[src/rtl/qejsd_pkg.sv]
// Shared types, constants and arithmetic helpers for the quad element Jacobian block.
// Used by the controller, the datapath, the divider and the top level.
// No dependencies.
package qejsd_pkg;

	localparam int NODES       = 4;
	localparam int DIMS        = 2;
	localparam int BEND_POINTS = 4;

	localparam int COORD_W = 32;
	localparam int GAUSS_W = 17;
	localparam int TAB_W   = 18;
	localparam int PROD_W  = 64;
	localparam int ACC_W   = 66;
	localparam int NUM_W   = 51;
	localparam int DEN_W   = 31;

	localparam logic [GAUSS_W-1:0] GAUSS_RESET = 17'd37838;

	// point indexes
	localparam logic [2:0] PT_CENTER    = 3'd4;
	localparam logic [2:0] PT_LAST_MASS = 3'd3;
	localparam logic [2:0] PT_LAST_FULL = 3'd4;

	// Jacobian entry slots
	localparam logic [1:0] JAC_XR = 2'd0;
	localparam logic [1:0] JAC_XS = 2'd1;
	localparam logic [1:0] JAC_YR = 2'd2;
	localparam logic [1:0] JAC_YS = 2'd3;

	localparam logic signed [31:0] Q_MAX = 32'sh7fff_ffff;
	localparam logic signed [31:0] Q_MIN = 32'sh8000_0000;

	typedef enum logic [3:0] {
		DP_NOP,
		DP_JMUL,
		DP_DMUL0,
		DP_DMUL1,
		DP_NMUL0,
		DP_NMUL1,
		DP_ACC,
		DP_SUB,
		DP_JSTORE,
		DP_DET,
		DP_DSTART,
		DP_DSTORE
	} dp_op_t;

	typedef struct packed {
		dp_op_t     op;
		logic       first;
		logic [3:0] idx;
		logic [2:0] k;
		logic       load;
		logic       emit;
		logic       last;
	} cmd_t;

	typedef struct packed {
		logic mass;
		logic inv;
		logic div_busy;
	} status_t;

	// Local shape derivative of node n at point k; d=0 for d/dr, d=1 for d/ds.
	function automatic logic signed [TAB_W-1:0] tab_entry(input logic [2:0] k,
		input logic d, input logic [1:0] n, input logic [GAUSS_W-1:0] g);
		logic nr, ns, pr, ps, sgn_node, sgn_term;
		logic signed [18:0] g19, t, v;
		nr = (n == 2'd0) || (n == 2'd3);
		ns = (n == 2'd0) || (n == 2'd1);
		pr = (k == 3'd0) || (k == 3'd3);
		ps = (k == 3'd0) || (k == 3'd1);
		if (!d) begin
			sgn_node = nr;
			sgn_term = ns ^ ps;
		end else begin
			sgn_node = ns;
			sgn_term = nr ^ pr;
		end
		g19 = signed'({2'b00, g});
		if (k == PT_CENTER) begin
			t = 19'sd65536;
		end else if (sgn_term) begin
			t = 19'sd65536 - g19;
		end else begin
			t = 19'sd65536 + g19;
		end
		v = sgn_node ? -t : t;
		return TAB_W'(v / 19'sd4);
	endfunction

	// Round Q32.32 to Q16.16 (half up) and saturate.
	function automatic logic signed [31:0] sat_round(input logic signed [ACC_W-1:0] a);
		logic signed [ACC_W-1:0] t, r;
		t = a + ACC_W'(32768);
		r = t >>> 16;
		if (r > ACC_W'(Q_MAX)) begin
			return Q_MAX;
		end else if (r < ACC_W'(Q_MIN)) begin
			return Q_MIN;
		end
		return r[31:0];
	endfunction

	function automatic logic signed [31:0] sat_add(input logic signed [31:0] a,
		input logic signed [31:0] b);
		logic signed [32:0] s;
		s = 33'(a) + 33'(b);
		if (s > 33'(Q_MAX)) begin
			return Q_MAX;
		end else if (s < 33'(Q_MIN)) begin
			return Q_MIN;
		end
		return s[31:0];
	endfunction

endpackage

[src/rtl/qejsd_ctrl.sv]
// Controller: sequences the points, the Jacobian sums, the determinant and the
// derivative divisions, and owns both handshakes. Depends on qejsd_pkg.
module qejsd_ctrl import qejsd_pkg::*; (
	input  logic    clk,
	input  logic    arst_n,
	input  logic    in_valid,
	output logic    in_stall,
	output logic    out_valid,
	input  logic    out_stall,
	input  status_t st,
	output cmd_t    cmd
);

	typedef enum logic [4:0] {
		ST_IDLE, ST_JMUL, ST_JACC, ST_JST, ST_DMUL0, ST_DACC, ST_DMUL1, ST_DSUB,
		ST_DET, ST_BRANCH, ST_NMUL0, ST_NACC, ST_NMUL1, ST_NSUB, ST_DSTART,
		ST_DWAIT, ST_DSTORE, ST_EMIT
	} state_t;

	state_t     state_q, state_d;
	logic [3:0] cnt_q, cnt_d;
	logic [2:0] k_q, k_d;
	logic       out_valid_q;
	dp_op_t     op_q, op_d;
	logic       first_q, first_d;
	logic       accept, slot_free, emit, last_pt;

	assign accept    = in_valid && (state_q == ST_IDLE);
	assign in_stall  = (state_q != ST_IDLE);
	assign out_valid = out_valid_q;
	assign slot_free = !out_valid_q || !out_stall;
	assign emit      = (state_q == ST_EMIT) && slot_free;
	assign last_pt   = st.inv || (k_q == (st.mass ? PT_LAST_MASS : PT_LAST_FULL));

	assign cmd.op    = op_q;
	assign cmd.first = first_q;
	assign cmd.idx   = cnt_q;
	assign cmd.k     = k_q;
	assign cmd.load  = accept;
	assign cmd.emit  = emit;
	assign cmd.last  = last_pt;

	// next state
	always_comb begin
		state_d = state_q;
		cnt_d   = cnt_q;
		k_d     = k_q;
		case (state_q)
			ST_IDLE: begin
				if (accept) begin
					state_d = ST_JMUL;
					cnt_d   = '0;
					k_d     = '0;
				end
			end
			ST_JMUL:  state_d = ST_JACC;
			ST_JACC: begin
				if (cnt_q[1:0] == 2'd3) begin
					state_d = ST_JST;
				end else begin
					state_d = ST_JMUL;
					cnt_d   = cnt_q + 4'd1;
				end
			end
			ST_JST: begin
				if (cnt_q == 4'd15) begin
					state_d = ST_DMUL0;
				end else begin
					state_d = ST_JMUL;
					cnt_d   = cnt_q + 4'd1;
				end
			end
			ST_DMUL0:  state_d = ST_DACC;
			ST_DACC:   state_d = ST_DMUL1;
			ST_DMUL1:  state_d = ST_DSUB;
			ST_DSUB:   state_d = ST_DET;
			ST_DET:    state_d = ST_BRANCH;
			ST_BRANCH: begin
				if (st.mass || st.inv) begin
					state_d = ST_EMIT;
				end else begin
					state_d = ST_NMUL0;
					cnt_d   = '0;
				end
			end
			ST_NMUL0:  state_d = ST_NACC;
			ST_NACC:   state_d = ST_NMUL1;
			ST_NMUL1:  state_d = ST_NSUB;
			ST_NSUB:   state_d = ST_DSTART;
			ST_DSTART: state_d = ST_DWAIT;
			ST_DWAIT: begin
				if (!st.div_busy) begin
					state_d = ST_DSTORE;
				end
			end
			ST_DSTORE: begin
				if (cnt_q[2:0] == 3'd7) begin
					state_d = ST_EMIT;
				end else begin
					state_d = ST_NMUL0;
					cnt_d   = cnt_q + 4'd1;
				end
			end
			ST_EMIT: begin
				if (slot_free) begin
					if (last_pt) begin
						state_d = ST_IDLE;
					end else begin
						state_d = ST_JMUL;
						cnt_d   = '0;
						k_d     = k_q + 3'd1;
					end
				end
			end
			default: state_d = ST_IDLE;
		endcase
	end

	// datapath command for the coming state
	always_comb begin
		first_d = 1'b0;
		case (state_d)
			ST_JMUL:            op_d = DP_JMUL;
			ST_JACC: begin
				op_d    = DP_ACC;
				first_d = (cnt_d[1:0] == 2'd0);
			end
			ST_DACC, ST_NACC: begin
				op_d    = DP_ACC;
				first_d = 1'b1;
			end
			ST_JST:             op_d = DP_JSTORE;
			ST_DMUL0:           op_d = DP_DMUL0;
			ST_DMUL1:           op_d = DP_DMUL1;
			ST_DSUB, ST_NSUB:   op_d = DP_SUB;
			ST_DET:             op_d = DP_DET;
			ST_NMUL0:           op_d = DP_NMUL0;
			ST_NMUL1:           op_d = DP_NMUL1;
			ST_DSTART:          op_d = DP_DSTART;
			ST_DSTORE:          op_d = DP_DSTORE;
			default:            op_d = DP_NOP;
		endcase
	end

	// hold state, counters, command and output valid
	always_ff @(posedge clk or negedge arst_n) begin
		if (!arst_n) begin
			state_q     <= ST_IDLE;
			cnt_q       <= '0;
			k_q         <= '0;
			op_q        <= DP_NOP;
			first_q     <= 1'b0;
			out_valid_q <= 1'b0;
		end else begin
			state_q <= state_d;
			cnt_q   <= cnt_d;
			k_q     <= k_d;
			op_q    <= op_d;
			first_q <= first_d;
			if (emit) begin
				out_valid_q <= 1'b1;
			end else if (!out_stall) begin
				out_valid_q <= 1'b0;
			end
		end
	end

`ifndef SYNTHESIS
	a_accept_starts: assert property (@(posedge clk) disable iff (!arst_n)
		accept |=> (state_q == ST_JMUL) && (k_q == 3'd0))
		else $error("accepted item did not start at the first point");
	a_point_range: assert property (@(posedge clk) disable iff (!arst_n)
		(state_q != ST_IDLE) |-> (k_q <= PT_CENTER))
		else $error("point index out of range");
	a_no_emit_dividing: assert property (@(posedge clk) disable iff (!arst_n)
		emit |-> !st.div_busy)
		else $error("result emitted while divider busy");
	a_div_store: assert property (@(posedge clk) disable iff (!arst_n)
		(state_q == ST_DWAIT) && !st.div_busy |=> (state_q == ST_DSTORE))
		else $error("divider result not stored");
`endif

endmodule

[config.mk]
export PLATFORM = sky130hd
export DESIGN_NAME = qejsd_ctrl
export DESIGN_NICKNAME = d
export VERILOG_FILES = /design/src/rtl/qejsd_pkg.sv /design/src/rtl/qejsd_ctrl.sv
export SDC_FILE = /design/constraint.sdc
export NUM_CORES = 1
export LEC_CHECK = 0
export BUFFER_PORTS_ARGS = -buffer_cell sky130_fd_sc_hd__buf_2
export CORE_AREA = 2 2 57 59
export CTS_CLUSTER_SIZE = 20
export DETAILED_ROUTE_END_ITERATION = 10
export DIE_AREA = 0 0 59 61
export PLACE_DENSITY = 0.71
export SLEW_MARGIN = 20
export SYNTH_ARGS = -nofsm -noshare
export SYNTH_HDL_FRONTEND = slang
export SYNTH_SLANG_ARGS = --single-unit
[constraint.sdc]
create_clock -name clk -period 5.8 [get_ports clk]
set_input_delay 0.29 -clock clk [delete_from_list [all_inputs] [get_ports clk]]
set_output_delay 0.29 -clock clk [all_outputs]
set_load 0.02 [all_outputs]
Word level (Yosys, flattened, before mapping)
Cells that the tools add are included.
{"block": "classes", "n_mux": 26, "addsub": 2, "reduce_logical": 17, "n_eq_ne": 43}
{"op": "5-bit one-hot mux with 18 select lines", "count": 1}
{"op": "5-bit by 4-bit equality test with 1-bit output (second input constant)", "count": 14}
{"op": "4-bit one-hot mux with 11 select lines", "count": 1}
{"op": "5-bit by 3-bit equality test with 1-bit output (second input constant)", "count": 8}
{"op": "4-bit 2-to-1 mux", "count": 7}
{"op": "5-bit 2-to-1 mux", "count": 5}
{"op": "4-bit one-hot mux with 6 select lines", "count": 1}
{"op": "5-bit by 2-bit equality test with 1-bit output (second input constant)", "count": 4}
{"op": "5-bit equality test (second input constant)", "count": 3}
{"op": "3-bit 2-to-1 mux", "count": 5}
{"op": "2-bit inequality test (second input constant)", "count": 7}
{"op": "5-bit by 1-bit equality test with 1-bit output (second input constant)", "count": 2}
{"op": "8-bit AND reduction", "count": 1}
{"op": "3-bit one-hot mux with 2 select lines", "count": 1}
{"op": "6-bit nonzero test", "count": 1}
{"op": "5-bit logical NOT", "count": 1}
{"op": "5-bit nonzero test", "count": 1}
{"op": "4-bit by 1-bit adder with 4-bit output (second input constant)", "count": 1}
{"op": "4-bit equality test (second input constant)", "count": 1}
{"op": "4-bit AND reduction", "count": 1}
{"op": "2-bit OR reduction", "count": 2}
{"op": "3-bit by 1-bit adder with 3-bit output (second input constant)", "count": 1}
{"op": "3-bit equality test", "count": 1}
{"op": "3-bit equality test (second input constant)", "count": 1}
{"op": "11 further kinds", "count": 17}
{"block": "totals", "register_bits": 18}

Logic depth before layout (Yosys ltp)
{"block": "logic_depth", "depth_word": 9, "mapped_depth": 7, "ltp_nobuf": 7}

Worst setup path after synthesis
OpenSTA, ideal clock, no wires.
{"block": "synth_timing", "path_type": "register -> register", "from": "reg cnt_q[0]", "to": "reg cnt_q[1]", "synth_period_minus_slack_ns": 1.982, "path_buffers": 0, "slack_ns": 3.818, "required_time_ns": 5.662, "path_stages_with_launch": 8, "arrival_time_ns": 1.844, "path_cell_list": "dfrtp_1 -> ha_1 -> ha_1 -> inv_1 -> nor3_1 -> or2_2 -> nor4_4 -> o221ai_1"}
{"block": "synth_via", "elab_chain_cells": 3}
{"item": "from (decl)", "line_no": "qejsd_ctrl.sv:21", "text": "logic [3:0] cnt_q, cnt_d;"}
{"item": "from (signal assigned)", "line_no": "qejsd_ctrl.sv:156", "text": "cnt_q <= cnt_d;"}
{"item": "4-bit by 1-bit adder with 4-bit output (tied with other cells)", "line_no": "qejsd_ctrl.sv:62, qejsd_ctrl.sv:70, qejsd_ctrl.sv:101"}
{"item": "4-bit 2-to-1 mux (on tied branches)", "line_no": "qejsd_ctrl.sv:97, qejsd_ctrl.sv:58, qejsd_ctrl.sv:66"}
{"item": "4-bit one-hot mux with 6 select lines (*)", "line_no": "qejsd_ctrl.sv:48", "text": "case (state_q)"}
{"item": "net cnt_d[1]", "line_no": "qejsd_ctrl.sv:21"}
The timed path passes the listed nets; every way through them passes the cells marked *. The select of a mux whose other input is x is not followed.
A chain may end at the register's enable or synchronous reset.

==> impl_results.md <==
* Total power density per cell area at between 300 and 400 nW/µm²
* Most utilized layer in the global route result: met2
* Relative area change from synthesis to final layout at 8.77%
* Required time worst endpoint at approximately 5500 ps
* Routing usage on met3 at under 10%
* Number of global-route vias before repair at 1,202
* Residual DRC count at 0
* Via-to-Cell Ratio at 6.03
* Number of routed nets with antenna violations at 0
* Post-Synthesis Mean Instance Area at roughly 8.0 µm²
* Global route total overflow at 0
* Post-CTS resize count at 0
* Width of the die at 59 µm
* Final max-slew violation count at 0
* Critical path fanouts, max at 25
* Top post-synthesis cells by count: sky130_fd_sc_hd__dfrtp_1 (18), sky130_fd_sc_hd__nor2_1 (18), sky130_fd_sc_hd__inv_1 (15), sky130_fd_sc_hd__nand2_1 (15), sky130_fd_sc_hd__a21oi_1 (13)
* CP arrival at 2180 ps
* Launch point of the worst path: state_q[0]
* Wire length per cell after detailed routing at about 15 µm
* Crit end category: output port
* Finished Cell Area at 1580 µm²
* Share of layout cells above drive strength 1 at a little under a fifth
* Startpoint Class: flop
* Startpoint of the worst register-to-register path: state_q[0]
* Effective utilization at floorplan at between 40% and 50%
* Deepest level of the CTS H-tree at 1
* Critical register-to-register path endpoint: first_q
* Cell count after synthesis at between 150 and 200
* Worst hold slack across all endpoints at roughly 250 ps
* Unrepaired setup endpoints after global routing: false
* Count of buffers inserted at the top-level ports at 23
* Post-layout nets at between 200 and 250
* Max rail drop VDD at 236 µV
* Endpoint with the worst hold slack: out_valid
* Register area share after synthesis at a little under a third
* Core Footprint at just under 3000 µm²
* Register-to-register setup slack at 3440 ps
* Initial antenna violation count at 0
* Class of the tightest hold or removal check: in2reg
* Setup skew after layout at ~3.1 ps
* Post-Synthesis Cell Area at around 1500 µm²
* Overall power of the completed layout at around 0.6 mW
* Category of the critical setup timing path: reg2out
* Total I/O pin count at 24
* Area fraction of the dominant cell type after synthesis at 31.0%
* Post-synthesis sequential element count at 18
* Count of clock tree sinks at 18
* Met1 capacity usage during global routing at a little under 30%
* Clock Latency Late Sink at around 300 ps
* GR met2 Demand/Resource at a little over 30%
* Count of TritonRoute iterations in the first routing pass at 4
* Total wirelength of the detailed-routed design at between 3 and 4 mm
* Number of antenna repair diodes at 0
* Number of synthesized flops with an enable pin at 0
* Cells taking the most area after synthesis: sky130_fd_sc_hd__dfrtp_1 (31%), sky130_fd_sc_hd__ha_1 (5.2%), sky130_fd_sc_hd__nor2_1 (4.6%)
* Maximum number of pins on one net before global-route repair at 26
* Instance count along the most critical hold path at 3
* CTS Hold Buffers Added at 1
* Post-Syn Nets at between 150 and 200
* Global router's overall resource usage at between 20 and 25%
* Number of distinct standard cells referenced by the synthesized netlist at 51
* Clock slew at reported path FFs at 100 ps
* Post-route clock period utilization at between 40% and 50%
* Overall die area at 3600 µm²
* Row cnt at 20
* Result of the run: complete, no violations
* Number of violations reported at the end of detailed-routing iteration 0 at 69
* Worst slew margin relative to its limit at 52.6%
* Total of max-cap violations at 0
* Hold Startpoint: out_stall
* Most common flop cell mapped by yosys: sky130_fd_sc_hd__dfrtp_1
* Proportion of register bits with asynchronous set or reset after synthesis at 100%
* Hold violation total from the final report at 0
* Final-layout setup total negative slack at 0 ps
* Synth warnings at 0
* Area leader, netlist: sky130_fd_sc_hd__dfrtp_1
* Vias post-DR at around 1,400
* Buffers inserted by post-CTS timing repair at 0
* Transition time at the pin with the least slew margin at 711 ps
* CTS Buffer Depth at 2
* Clk Tree Root Cell: sky130_fd_sc_hd__clkbuf_4
* Final estimated routing congestion in global placement at 0.938
* Achievable frequency at roughly 0.4 GHz
* Cell area after placement at approximately 1500 µm²
* Detailed placement HPWL at 2.54 mm
* Number of cells traversed by the worst register-to-register path at 5
* Leakage power figure at about 0.75 nW
* Total CTS buffers at 3
* Global-route wire length before repair at 5.57 mm
* TritonCTS clock tree: done
* Final critical path time including I/O delays and setup at around 2500 ps
* Endpoints failing setup at 0
* Die height at around 61 µm
-- registers in the layout (all words and copies together), names as in the netlist --
signal / count
op_q: 4
cnt_q: 4
out_valid: 1
state_q: 5
first_q: 1
k_q: 3
-- metal layers --
metal	vias up	wire [µm]	part of all wire, %
met5	-	0	0
met4	0	80	2.3
met3	8	129	3.8
met2	37	1540	45
met1	650	1670	49
li1	685	-	-
-- stage by stage --
step           worst slack, ps  cells  utilization [%]
5_1_grt                   3130    229             53.6
3_5_place_dp              3490    224             52.0
3_3_place_gp              3590    224             52.0
2_1_floorplan             3820    181                -
6_report                  3330    229             53.6
4_1_cts                   3360    229             53.6
-- how the worst max path moves through the flow --
stage	depth (start not counted)	endpoint
2_1_floorplan	7	cnt_q[1]
3_3_place_gp	5	first_q
3_5_place_dp	5	first_q
4_1_cts	4	cmd[1]
5_1_grt	4	cmd[1]
6_report	4	cmd[1]
-- critical path, cell delays in order (launching register included) --
cell,delay [ps]
sky130_fd_sc_hd__dfrtp_1,810
sky130_fd_sc_hd__nor4b_2,430
sky130_fd_sc_hd__nand2_1,290
sky130_fd_sc_hd__nor2_1,170
sky130_fd_sc_hd__buf_2,180
-- report_power, final --
group | switching [mW] | internal (mW) | leakage (nW) | total [mW]
logic | 0.175 | 0.128 | 0.495 | 0.304
clock network | 0.0409 | 0.0383 | 0.0210 | 0.0792
registers | 0.0608 | 0.157 | 0.238 | 0.218
total | 0.277 | 0.324 | 0.754 | 0.601
-- placed cells by master (no fill, tap or decap), drive strengths merged, types with 3 or more instances in the layout --
master,n
o21ai,10
nand3,6
dfrtp,18
nor4,5
inv,15
nor2,18
or2,5
or3,7
buf,23
a21oi,13
clkbuf,4
o22ai,3
ha,6
nand2,15
a21boi,3
nor3,7
-- logic make-up after synthesis --
logic type	count (synthesis)	synth area share (%)
adders and majority gates	6	5.16
AOI/OAI and AO/OA	50	24.4
DFF	18	31.0
and+or+nand+nor	79	30.4
buffers and inverters	28	9.03
-- cell type report --
cell class	count	area (µm²)
clock buffer	4	36.3
fill	291	1370
inverter	15	56.3
multi-input combinational	135	873
sequential	18	450
tap	33	41.3
timing repair buffer	24	125
Note: power is estimated with default switching activity, not from simulation.
