## config.mk

```make
export PLATFORM = sky130hd
export DESIGN_NAME = qejsd_dpath
export DESIGN_NICKNAME = d
export VERILOG_FILES = /design/src/rtl/qejsd_pkg.sv /design/src/rtl/qejsd_div.sv /design/src/rtl/qejsd_dpath.sv
export SDC_FILE = /design/constraint.sdc
export NUM_CORES = 2
export LEC_CHECK = 0
export ABC_AREA = 1
export BUFFER_PORTS_ARGS = -buffer_cell sky130_fd_sc_hd__buf_4
export CORE_UTILIZATION = 33
export DETAILED_ROUTE_END_ITERATION = 8
export MAX_ROUTING_LAYER = met4
export SLEW_MARGIN = 20
export SYNTH_ARGS = -nofsm -noshare
export SYNTH_HDL_FRONTEND = slang
export SYNTH_SLANG_ARGS = --single-unit
```

## constraint.sdc

```tcl
create_clock -name clk -period 10.2 [get_ports clk]
set_clock_uncertainty 0.15 [all_clocks]
set_input_delay 0.51 -clock clk [delete_from_list [all_inputs] [get_ports clk]]
set_output_delay 0.51 -clock clk [all_outputs]
set_load 0.02 [all_outputs]
```

## src/rtl/qejsd_pkg.sv

```systemverilog
// Shared types, constants and arithmetic helpers for the quad element Jacobian block.
// Used by the controller, the datapath, the divider and the top level.
// No dependencies.
package qejsd_pkg;

	localparam int NODES       = 4;
	localparam int DIMS        = 2;
	localparam int BEND_POINTS = 4;

	localparam int COORD_W = 32;
	localparam int GAUSS_W = 17;
	localparam int TAB_W   = 18;
	localparam int PROD_W  = 64;
	localparam int ACC_W   = 66;
	localparam int NUM_W   = 51;
	localparam int DEN_W   = 31;

	localparam logic [GAUSS_W-1:0] GAUSS_RESET = 17'd37838;

	// point indexes
	localparam logic [2:0] PT_CENTER    = 3'd4;
	localparam logic [2:0] PT_LAST_MASS = 3'd3;
	localparam logic [2:0] PT_LAST_FULL = 3'd4;

	// Jacobian entry slots
	localparam logic [1:0] JAC_XR = 2'd0;
	localparam logic [1:0] JAC_XS = 2'd1;
	localparam logic [1:0] JAC_YR = 2'd2;
	localparam logic [1:0] JAC_YS = 2'd3;

	localparam logic signed [31:0] Q_MAX = 32'sh7fff_ffff;
	localparam logic signed [31:0] Q_MIN = 32'sh8000_0000;

	typedef enum logic [3:0] {
		DP_NOP,
		DP_JMUL,
		DP_DMUL0,
		DP_DMUL1,
		DP_NMUL0,
		DP_NMUL1,
		DP_ACC,
		DP_SUB,
		DP_JSTORE,
		DP_DET,
		DP_DSTART,
		DP_DSTORE
	} dp_op_t;

	typedef struct packed {
		dp_op_t     op;
		logic       first;
		logic [3:0] idx;
		logic [2:0] k;
		logic       load;
		logic       emit;
		logic       last;
	} cmd_t;

	typedef struct packed {
		logic mass;
		logic inv;
		logic div_busy;
	} status_t;

	// Local shape derivative of node n at point k; d=0 for d/dr, d=1 for d/ds.
	function automatic logic signed [TAB_W-1:0] tab_entry(input logic [2:0] k,
		input logic d, input logic [1:0] n, input logic [GAUSS_W-1:0] g);
		logic nr, ns, pr, ps, sgn_node, sgn_term;
		logic signed [18:0] g19, t, v;
		nr = (n == 2'd0) || (n == 2'd3);
		ns = (n == 2'd0) || (n == 2'd1);
		pr = (k == 3'd0) || (k == 3'd3);
		ps = (k == 3'd0) || (k == 3'd1);
		if (!d) begin
			sgn_node = nr;
			sgn_term = ns ^ ps;
		end else begin
			sgn_node = ns;
			sgn_term = nr ^ pr;
		end
		g19 = signed'({2'b00, g});
		if (k == PT_CENTER) begin
			t = 19'sd65536;
		end else if (sgn_term) begin
			t = 19'sd65536 - g19;
		end else begin
			t = 19'sd65536 + g19;
		end
		v = sgn_node ? -t : t;
		return TAB_W'(v / 19'sd4);
	endfunction

	// Round Q32.32 to Q16.16 (half up) and saturate.
	function automatic logic signed [31:0] sat_round(input logic signed [ACC_W-1:0] a);
		logic signed [ACC_W-1:0] t, r;
		t = a + ACC_W'(32768);
		r = t >>> 16;
		if (r > ACC_W'(Q_MAX)) begin
			return Q_MAX;
		end else if (r < ACC_W'(Q_MIN)) begin
			return Q_MIN;
		end
		return r[31:0];
	endfunction

	function automatic logic signed [31:0] sat_add(input logic signed [31:0] a,
		input logic signed [31:0] b);
		logic signed [32:0] s;
		s = 33'(a) + 33'(b);
		if (s > 33'(Q_MAX)) begin
			return Q_MAX;
		end else if (s < 33'(Q_MIN)) begin
			return Q_MIN;
		end
		return s[31:0];
	endfunction

endpackage

```

## src/rtl/qejsd_div.sv

```systemverilog
// Restoring divider, one quotient bit per cycle, with signed Q16.16 saturation.
// Depends on qejsd_pkg.
module qejsd_div import qejsd_pkg::*; (
	input  logic                    clk,
	input  logic                    arst_n,
	input  logic                    start,
	input  logic                    num_neg,
	input  logic [NUM_W-1:0]        num_mag,
	input  logic [DEN_W-1:0]        den,
	output logic                    busy,
	output logic signed [31:0]      quot
);

	logic [NUM_W-1:0] quo_q;
	logic [DEN_W-1:0] rem_q;
	logic [DEN_W-1:0] den_q;
	logic             neg_q;
	logic [5:0]       cnt_q;
	logic             busy_q;
	logic [DEN_W:0]   trial;
	logic [NUM_W-1:0] quo_neg;

	assign trial   = {rem_q, quo_q[NUM_W-1]};
	assign busy    = busy_q;
	assign quo_neg = -quo_q;

	// control: count the quotient bits
	always_ff @(posedge clk or negedge arst_n) begin
		if (!arst_n) begin
			busy_q <= 1'b0;
			cnt_q  <= '0;
		end else if (start) begin
			busy_q <= 1'b1;
			cnt_q  <= 6'(NUM_W);
		end else if (busy_q) begin
			cnt_q  <= cnt_q - 6'd1;
			busy_q <= (cnt_q != 6'd1);
		end
	end

	// shift one dividend bit in, subtract when it fits
	always_ff @(posedge clk) begin
		if (start) begin
			quo_q <= num_mag;
			rem_q <= '0;
			den_q <= den;
			neg_q <= num_neg;
		end else if (busy_q) begin
			if (trial >= {1'b0, den_q}) begin
				rem_q <= DEN_W'(trial - {1'b0, den_q});
				quo_q <= {quo_q[NUM_W-2:0], 1'b1};
			end else begin
				rem_q <= trial[DEN_W-1:0];
				quo_q <= {quo_q[NUM_W-2:0], 1'b0};
			end
		end
	end

	// apply sign, saturate
	always_comb begin
		if (!neg_q) begin
			quot = (quo_q > NUM_W'(Q_MAX)) ? Q_MAX : signed'(quo_q[31:0]);
		end else begin
			quot = (quo_q > NUM_W'(64'h8000_0000)) ? Q_MIN : signed'(quo_neg[31:0]);
		end
	end

endmodule

```

## src/rtl/qejsd_dpath.sv

```systemverilog
// Datapath: corner registers, shared multiplier, accumulator, Jacobian, determinant,
// area sum, derivative registers and the output register. Depends on qejsd_pkg, qejsd_div.
module qejsd_dpath import qejsd_pkg::*; (
	input  logic                      clk,
	input  logic                      arst_n,
	input  cmd_t                      cmd,
	output status_t                   st,
	input  logic                      cfg_we,
	input  logic [GAUSS_W-1:0]        cfg_wdata,
	input  logic                      op,
	input  logic signed [COORD_W-1:0] x_node0,
	input  logic signed [COORD_W-1:0] x_node1,
	input  logic signed [COORD_W-1:0] x_node2,
	input  logic signed [COORD_W-1:0] x_node3,
	input  logic signed [COORD_W-1:0] y_node0,
	input  logic signed [COORD_W-1:0] y_node1,
	input  logic signed [COORD_W-1:0] y_node2,
	input  logic signed [COORD_W-1:0] y_node3,
	output logic signed [31:0]        jac_det,
	output logic signed [31:0]        dndx_0,
	output logic signed [31:0]        dndx_1,
	output logic signed [31:0]        dndx_2,
	output logic signed [31:0]        dndx_3,
	output logic signed [31:0]        dndy_0,
	output logic signed [31:0]        dndy_1,
	output logic signed [31:0]        dndy_2,
	output logic signed [31:0]        dndy_3,
	output logic signed [31:0]        area_sum,
	output logic                      inverted,
	output logic                      last
);

	logic [GAUSS_W-1:0]        gauss_q;
	logic signed [31:0]        x_q [NODES];
	logic signed [31:0]        y_q [NODES];
	logic                      mass_q;
	logic signed [PROD_W-1:0]  prod_q;
	logic signed [ACC_W-1:0]   acc_q;
	logic signed [31:0]        jac_q [4];
	logic signed [31:0]        det_q;
	logic                      inv_q;
	logic signed [31:0]        area_q;
	logic signed [31:0]        deriv_q [NODES*DIMS];
	logic signed [31:0]        mul_a, mul_b;
	logic signed [31:0]        det_next;
	logic signed [ACC_W-1:0]   acc_abs;
	logic signed [31:0]        quot;
	logic                      div_busy;
	logic                      show;

	assign st.mass     = mass_q;
	assign st.inv      = inv_q;
	assign st.div_busy = div_busy;

	// point coordinate register
	always_ff @(posedge clk or negedge arst_n) begin
		if (!arst_n) begin
			gauss_q <= GAUSS_RESET;
		end else if (cfg_we) begin
			gauss_q <= cfg_wdata;
		end
	end

	// multiplier operand select
	always_comb begin
		mul_a = '0;
		mul_b = '0;
		case (cmd.op)
			DP_JMUL: begin
				mul_a = 32'(tab_entry(cmd.k, cmd.idx[2], cmd.idx[1:0], gauss_q));
				mul_b = cmd.idx[3] ? y_q[cmd.idx[1:0]] : x_q[cmd.idx[1:0]];
			end
			DP_DMUL0: begin
				mul_a = jac_q[JAC_XR];
				mul_b = jac_q[JAC_YS];
			end
			DP_DMUL1: begin
				mul_a = jac_q[JAC_YR];
				mul_b = jac_q[JAC_XS];
			end
			DP_NMUL0: begin
				mul_a = 32'(tab_entry(cmd.k, cmd.idx[2], cmd.idx[1:0], gauss_q));
				mul_b = cmd.idx[2] ? jac_q[JAC_XR] : jac_q[JAC_YS];
			end
			DP_NMUL1: begin
				mul_a = 32'(tab_entry(cmd.k, !cmd.idx[2], cmd.idx[1:0], gauss_q));
				mul_b = cmd.idx[2] ? jac_q[JAC_XS] : jac_q[JAC_YR];
			end
			default: begin
				mul_a = '0;
				mul_b = '0;
			end
		endcase
	end

	assign det_next = sat_round(acc_q);
	assign acc_abs  = acc_q[ACC_W-1] ? -acc_q : acc_q;
	assign show     = !mass_q && !inv_q;

	qejsd_div u_div (
		.clk     (clk),
		.arst_n  (arst_n),
		.start   (cmd.op == DP_DSTART),
		.num_neg (acc_q[ACC_W-1]),
		.num_mag (acc_abs[NUM_W-1:0]),
		.den     (det_q[DEN_W-1:0]),
		.busy    (div_busy),
		.quot    (quot)
	);

	// element registers and arithmetic steps
	always_ff @(posedge clk) begin
		if (cmd.load) begin
			mass_q <= op;
			area_q <= '0;
			x_q[0] <= x_node0;
			x_q[1] <= x_node1;
			x_q[2] <= x_node2;
			x_q[3] <= x_node3;
			y_q[0] <= y_node0;
			y_q[1] <= y_node1;
			y_q[2] <= y_node2;
			y_q[3] <= y_node3;
		end
		case (cmd.op)
			DP_JMUL, DP_DMUL0, DP_DMUL1, DP_NMUL0, DP_NMUL1: begin
				prod_q <= PROD_W'(mul_a) * PROD_W'(mul_b);
			end
			DP_ACC: begin
				acc_q <= (cmd.first ? ACC_W'(0) : acc_q) + ACC_W'(prod_q);
			end
			DP_SUB: begin
				acc_q <= acc_q - ACC_W'(prod_q);
			end
			DP_JSTORE: begin
				jac_q[cmd.idx[3:2]] <= det_next;
			end
			DP_DET: begin
				det_q <= det_next;
				inv_q <= (det_next <= 32'sd0);
				if (cmd.k != PT_CENTER) begin
					area_q <= sat_add(area_q, det_next);
				end
			end
			DP_DSTORE: begin
				deriv_q[cmd.idx[2:0]] <= quot;
			end
			default: begin
			end
		endcase
	end

	// output register
	always_ff @(posedge clk) begin
		if (cmd.emit) begin
			jac_det  <= det_q;
			dndx_0   <= show ? deriv_q[0] : '0;
			dndx_1   <= show ? deriv_q[1] : '0;
			dndx_2   <= show ? deriv_q[2] : '0;
			dndx_3   <= show ? deriv_q[3] : '0;
			dndy_0   <= show ? deriv_q[4] : '0;
			dndy_1   <= show ? deriv_q[5] : '0;
			dndy_2   <= show ? deriv_q[6] : '0;
			dndy_3   <= show ? deriv_q[7] : '0;
			area_sum <= area_q;
			inverted <= inv_q;
			last     <= cmd.last;
		end
	end

endmodule

```

**Word-level counts from Yosys, hierarchy flattened**

Memory sizes are Yosys's and may differ from the RTL's. A register that Yosys moved wholly into a read port is not among the register bits.
Cells that the tools add are included.

- Register bits after elaboration: 400
- RAM bits: 640
- Input port bits: 292
- Output and inout port bits: 325
- Memories kept: 4

- Add/subtract/negate cells: 16
- Multipliers: 1
- Order comparisons: 8
- Equality and inequality tests: 18
- Mux-type cells: 62
- Bitwise logic cells: 5
- Reductions and logical operators: 23

Memory list:

| name | depth | width | read ports | clocked after Yosys merged registers in | write ports | line | source |
|---|---|---|---|---|---|---|---|
| deriv_q | 8 | 32 | 8 | 8 | 1 | qejsd_dpath.sv:43 | `logic signed [31:0] deriv_q [NODES*DIMS];` |
| jac_q | 4 | 32 | 4 | 0 | 1 | qejsd_dpath.sv:39 | `logic signed [31:0] jac_q [4];` |
| x_q | 4 | 32 | 1 | 0 | 4 | qejsd_dpath.sv:34 | `logic signed [31:0] x_q [NODES];` |
| y_q | 4 | 32 | 1 | 0 | 4 | qejsd_dpath.sv:35 | `logic signed [31:0] y_q [NODES];` |

Operators by type and width:

| cell | number |
|---|---|
| 2-to-1 mux 32 bit | 15 |
| case mux 32 bit (5 select lines) | 2 |
| 2-to-1 mux 19 bit | 12 |
| 2-to-1 mux 51 bit | 3 |
| case mux 66 bit (2 select lines) | 1 |
| adder 66 x 17 -> 66 bit (second input constant) | 1 |
| adder 66 x 64 -> 66 bit | 1 |
| 2-to-1 mux 66 bit | 1 |
| subtractor 66 x 64 -> 66 bit | 1 |
| multiplier 32 x 32 -> 64 bit | 1 |
| negation 19 bit | 3 |
| adder 18 x 1 -> 18 bit | 3 |
| greater-than comparator 51 x 31 -> 1 bit (second input constant) | 1 |
| greater-than comparator 51 x 32 -> 1 bit (second input constant) | 1 |
| negation 51 bit | 1 |
| greater-than comparator 50 x 32 -> 1 bit (second input constant) | 1 |
| < comparator 50 x 32 -> 1 bit (second input constant) | 1 |
| adder 32 x 32 -> 33 bit | 1 |
| greater-than comparator 33 x 32 -> 1 bit (second input constant) | 1 |
| < comparator 33 x 32 -> 1 bit (second input constant) | 1 |
| >= comparator 32 x 31 -> 1 bit | 1 |
| less-or-equal comparator 32 x 1 -> 1 bit (second input constant) | 1 |
| negation 32 bit | 1 |
| 2-to-1 mux 31 bit | 1 |
| other kinds (27) | 77 |

**Longest topological paths before layout**

- Depth in word-level cells: 15
- Gate-level depth with buffers: 62
- Mapped depth without buffers: 59

**By module**

A second synthesis with hierarchy kept.

- Cells, all modules: 12139
- Area, all modules: 106380.8 um2

Modules (own cells, without submodules):

| module | times used | cells each | area an instance (um2) |
|---|---|---|---|
| qejsd_dpath | 1 | 10804 | 97173.2 |
| qejsd_div | 1 | 1335 | 9207.6 |

**Worst setup path before layout**

No wires, ideal clock.

- Path type: input port to flip-flop
- Start point: input port cmd[6] in the netlist's numbering
- End point: register prod_q[61], data pin
- Setup time: 0.260 ns
- Arrival: 11.206 ns
- Data required time: 9.790 ns
- Setup slack: -1.415 ns
- Stages: 52
- Cell sequence: inv_1 -> clkbuf_1 -> clkbuf_1 -> ha_1 -> nor2_2 -> o21ai_1 -> nand3_2 -> nand2_2 -> nand2_1 -> nand3_2 -> ha_1 -> nand2_1 -> nor2_1 -> nand3_1 -> nor2_1 -> nand3_1 -> o21ai_2 -> xor2_2 -> [... 16 more ...] -> inv_1 -> fa_1 -> inv_1 -> fa_1 -> fa_1 -> inv_1 -> fa_1 -> inv_1 -> ha_1 -> nand2_1 -> nor2_1 -> inv_1 -> nor4_1 -> nand2_1 -> o21ai_0 -> nand3_1 -> nand3_1 -> xor2_1

- Cells in the longest elaborated chain, start to end: 15
- Elaborated cells on any way between the ends: 47

RTL lines:

| what | line | source |
|---|---|---|
| from (decl) | qejsd_dpath.sv:6 | `input cmd_t cmd,` |
| equality test 2 bit (tied with other cells) | qejsd_pkg.sv:70 | `nr = (n == 2'd0) \|\| (n == 2'd3);` |
| logical OR 1 bit (on tied branches) | qejsd_pkg.sv:70, qejsd_pkg.sv:71 |  |
| bitwise XOR 1 bit (on tied branches) | qejsd_pkg.sv:79, qejsd_pkg.sv:76 |  |
| 2-to-1 mux 1 bit | qejsd_pkg.sv:74 | `if (!d) begin` |
| 2-to-1 mux 1 bit | qejsd_dpath.sv:68 | `case (cmd.op)` |
| 2-to-1 mux 19 bit | qejsd_pkg.sv:84 | `end else if (sgn_term) begin` |
| 2-to-1 mux 19 bit | qejsd_pkg.sv:82 | `if (k == PT_CENTER) begin` |
| 2-to-1 mux 19 bit | qejsd_dpath.sv:68 |  |
| negation 19 bit | qejsd_pkg.sv:89 | `v = sgn_node ? -t : t;` |
| 2-to-1 mux 19 bit | qejsd_pkg.sv:89 |  |
| OR reduction 2 bit (no source line) | -- |  |
| AND 1 bit (no source line) | -- |  |
| adder 18 x 1 -> 18 bit (no source line) | -- |  |
| case mux 32 bit (5 select lines) | qejsd_dpath.sv:68 |  |
| multiplier 32 x 32 -> 64 bit * | qejsd_dpath.sv:127 | `prod_q <= PROD_W'(mul_a) * PROD_W'(mul_b);` |
| to (signal assigned) | qejsd_dpath.sv:127 |  |
| to (decl) | qejsd_dpath.sv:37 | `logic signed [PROD_W-1:0] prod_q;` |

Every way passes the cells marked *; elsewhere a longest branch is shown, timed or not. The select of a mux whose other input is x is not followed.
A chain may end at the register's enable or synchronous reset.

**Worst setup path after layout**

- Start point: register gauss_q[4]
- End point: register prod_q[42], data pin

- Cells in the longest elaborated chain, start to end: 10
- Elaborated cells on any way between the ends: 25

RTL lines:

| what | line | source |
|---|---|---|
| from (decl) | qejsd_dpath.sv:33 | `logic [GAUSS_W-1:0] gauss_q;` |
| from (signal assigned) | qejsd_dpath.sv:60 | `gauss_q <= cfg_wdata;` |
| adder 17 x 17 -> 18 bit or subtractor 17 x 17 -> 18 bit (tied branches) | qejsd_pkg.sv:87, qejsd_pkg.sv:85 |  |
| 2-to-1 mux 19 bit | qejsd_pkg.sv:84 |  |
| 2-to-1 mux 19 bit | qejsd_pkg.sv:82 |  |
| 2-to-1 mux 19 bit | qejsd_dpath.sv:68 |  |
| negation 19 bit | qejsd_pkg.sv:89 |  |
| 2-to-1 mux 19 bit | qejsd_pkg.sv:89 |  |
| AND 1 bit (no source line) | -- |  |
| adder 18 x 1 -> 18 bit (no source line) | -- |  |
| case mux 32 bit (5 select lines) * | qejsd_dpath.sv:68 |  |
| multiplier 32 x 32 -> 64 bit * | qejsd_dpath.sv:127 |  |

Marked as above.

==> results.cfg <==
[status]
status = complete, but fails checks
violations = negative setup slack

[worst_setup_path]
path_class = register to register
startpoint_type = register
cpMaxStageDelayCell = fa_2
crit_fanout = 8
crit_buf_inv = 18
timing.rr.start = gauss_q[4]
critical-path-top-delay-family = adder cells
reg2reg_to = prod_q[42]
r2r_cells = 58
crit_required_ns = 10.54
reg2reg_slack_ns = -0.39
max_stage_delay_ns = 0.56
critPathArrivalTime_ns = 10.94
crit_path_end_kind = register

[sta]
setup_viol = 36
report.final.slew_viol_count = 0
max-slew-margin-rel = 0.2127
setup_slack_ns = -0.3947
rsz0062_at_grt = true
fin_crit_ns = 10.59
fmax_mhz = 94.39
hold_viol_final = 0
finalCritPeriodShare = 1.039
worst_pin_slew_ns = 1.173

[die]
die-area_um2 = 317400
die_h_um = 563.4
core_area_um2 = 312700
dieWidth_um = 563.4
pin_count = 617
rows = 205
initial_utilization = 0.3326

[synthesis]
syn_avg_cell_area_um2 = 8.964
ys_seq_elements = 1296
synth_seq_area_share = 0.3671
syn_area_um2 = 104000
synth_nets = 13370
ys_warn_count = 0
synth-edff-count = 1209
synth_ff_type = edfxtp_1
async_reset_ff_frac = 0.01852
synth_cell_type_count = 74
synthCells = 11600

[detailed_routing]
vias = 85070
wirelength_um = 356900
remaining_drc_errors = 0
drt_iter0_drc = 7533
wire_per_inst_um = 20.37
drt_first_pass_iters = 6
vias_per_cell = 4.857
ant_nets = 0

[cts]
cts_root_buffer = clkbuf_16
clk_latency_ns = 0.86
cts_buffers = 152
cts_buffer_depth = 4
cts_tree = done
cts_htree_levels = 4
cts.sinks = 1296
path_clk_slew_ns = 0.06

[cells_and_area]
final_cell_mix = inv_1, nand2_1, buf_4
fillers = 30290
design_area_um2 = 131400
syn2layout_area_growth_pct = 26.30
layout-drive-gt1-share = 0.1868
nets = 15010
final_common_cell = inv_1
fin_util = 0.4201

[placement]
portBuffers = 616
routabilityCongestion = 1.025
place_area_um2 = 120200
dpl.hpwl_um = 277700

[global_route]
grt_overflow = 0
grt_usage = 0.2269
grt_max_degree = 124
grt_pass1_vias = 85270
antenna_found_initial = 27
grt_first_pass_wirelength_um = 529500

[flow_run]
maxCapViolations = 0

[min_path]
min_path_type = primary input to register
hold_end = dndy_0[24]
worstHoldStart = cmd[1]
holdPathStages = 1

[power]
ir_drop_uv = 145.3
p_per_area_nw_per_um2 = 186.9
p_leak_uw = 0.06235
-- report_power, final --
| part | switching (uW) | leakage [uW] | internal [uW] |
|---|---|---|---|
| Combinational | 7180 | 0.0477 | 4960 |
| Sequential | 612 | 0.0124 | 6600 |
| Clock | 2240 | 0.00224 | 2960 |
-- metrics by stage --
stage / setup slack (ns) / hold slack (ns) / total power [uW] / cells / TNS [ns]
after floorplan: -0.3545 / 0.06441 / 13720 / 11600 / -2.828
after global placement: -0.7809 / 0.2620 / 18060 / 16770 / -20.77
after detailed placement: -0.9093 / 0.2692 / 18140 / 16780 / -25.48
after CTS: -0.2394 / 0.09305 / 23900 / 17420 / -3.162
after global routing: -0.8573 / 0.1391 / 26070 / 17500 / -25.78
final: -0.3947 / 0.1183 / 24550 / 17520 / -8.145
-- sequential cells by signal, indices dropped and copies added, names as in the netlist, 51 cells and up --
signal,cells
y_q,128
u_div.quo_q,51
deriv_q,256
x_q,128
prod_q,64
acc_q,66
jac_q,128
-- how the worst max path moves through the flow --
stage                     startpoint    endpoint  slack (ns)  cells after the start
after floorplan               cmd[7]  prod_q[61]       -0.35                     53
after global placement        cmd[7]  prod_q[56]       -0.78                     50
after detailed placement      cmd[7]  prod_q[63]       -0.91                     51
after CTS                 gauss_q[1]  prod_q[63]       -0.24                     52
after global routing      gauss_q[1]  prod_q[60]       -0.86                     58
final                     gauss_q[4]  prod_q[42]       -0.39                     58
-- area by class of cell --
type | count | area (um2) | area share
inverter | 2668 | 10040 | 0.07647
multi-input combinational | 7233 | 56790 | 0.4323
clock buffer | 189 | 3984 | 0.03033
tap | 4140 | 5180 | 0.03943
antenna | 31 | 77.57 | 0.0005906
sequential | 1296 | 38180 | 0.2906
clock inverter | 70 | 623.1 | 0.004744
timing repair buffer | 1889 | 16480 | 0.1255
-- Yosys cell counts, types with 63 or more instances --
library cell / n / area (um2)
buf_2: 77 / 385.4
nor2_1: 1096 / 4114
dfxtp_1: 63 / 1261
nand2_1: 2246 / 8431
edfxtp_1: 1209 / 36300
inv_2: 63 / 236.5
nand3_1: 395 / 1977
clkbuf_1: 291 / 1092
a21oi_1: 468 / 2342
inv_1: 2601 / 9763
o221ai_1: 67 / 586.8
nor3_1: 79 / 395.4
ha_1: 393 / 4917
fa_1: 1086 / 21740
xnor2_1: 65 / 569.3
a31oi_1: 101 / 631.9
o21ai_0: 551 / 2758
xor2_1: 210 / 1839
-- what timing repair did --
item,CTS,global route
cloned,5,6
gates resized for setup,202,344
endpoints found under the hold margin,299,0
pin swaps,113,227
setup endpoints to repair,41,48
hold buffers,310,0
setup buffers,72,64
-- routing by layer --
metal | vias to the layer above | track usage | wire length [um]
li1 | 39650 | - | -
met1 | 41760 | 0.2966 | 152800
met2 | 3082 | 0.3625 | 164700
met3 | 579 | 0.03677 | 28050
met4 | 0 | 0.06558 | 11290
met5 | - | - | 0
-- cells by family after synthesis --
kind of cell / synth area share
mux: 0.0003008
simple gates: 0.1604
buf+inv: 0.1132
xor+xnor: 0.02363
compound gates: 0.07914
flops: 0.3671
fa+ha+maj: 0.2563
(Power assumes the default switching activity.)
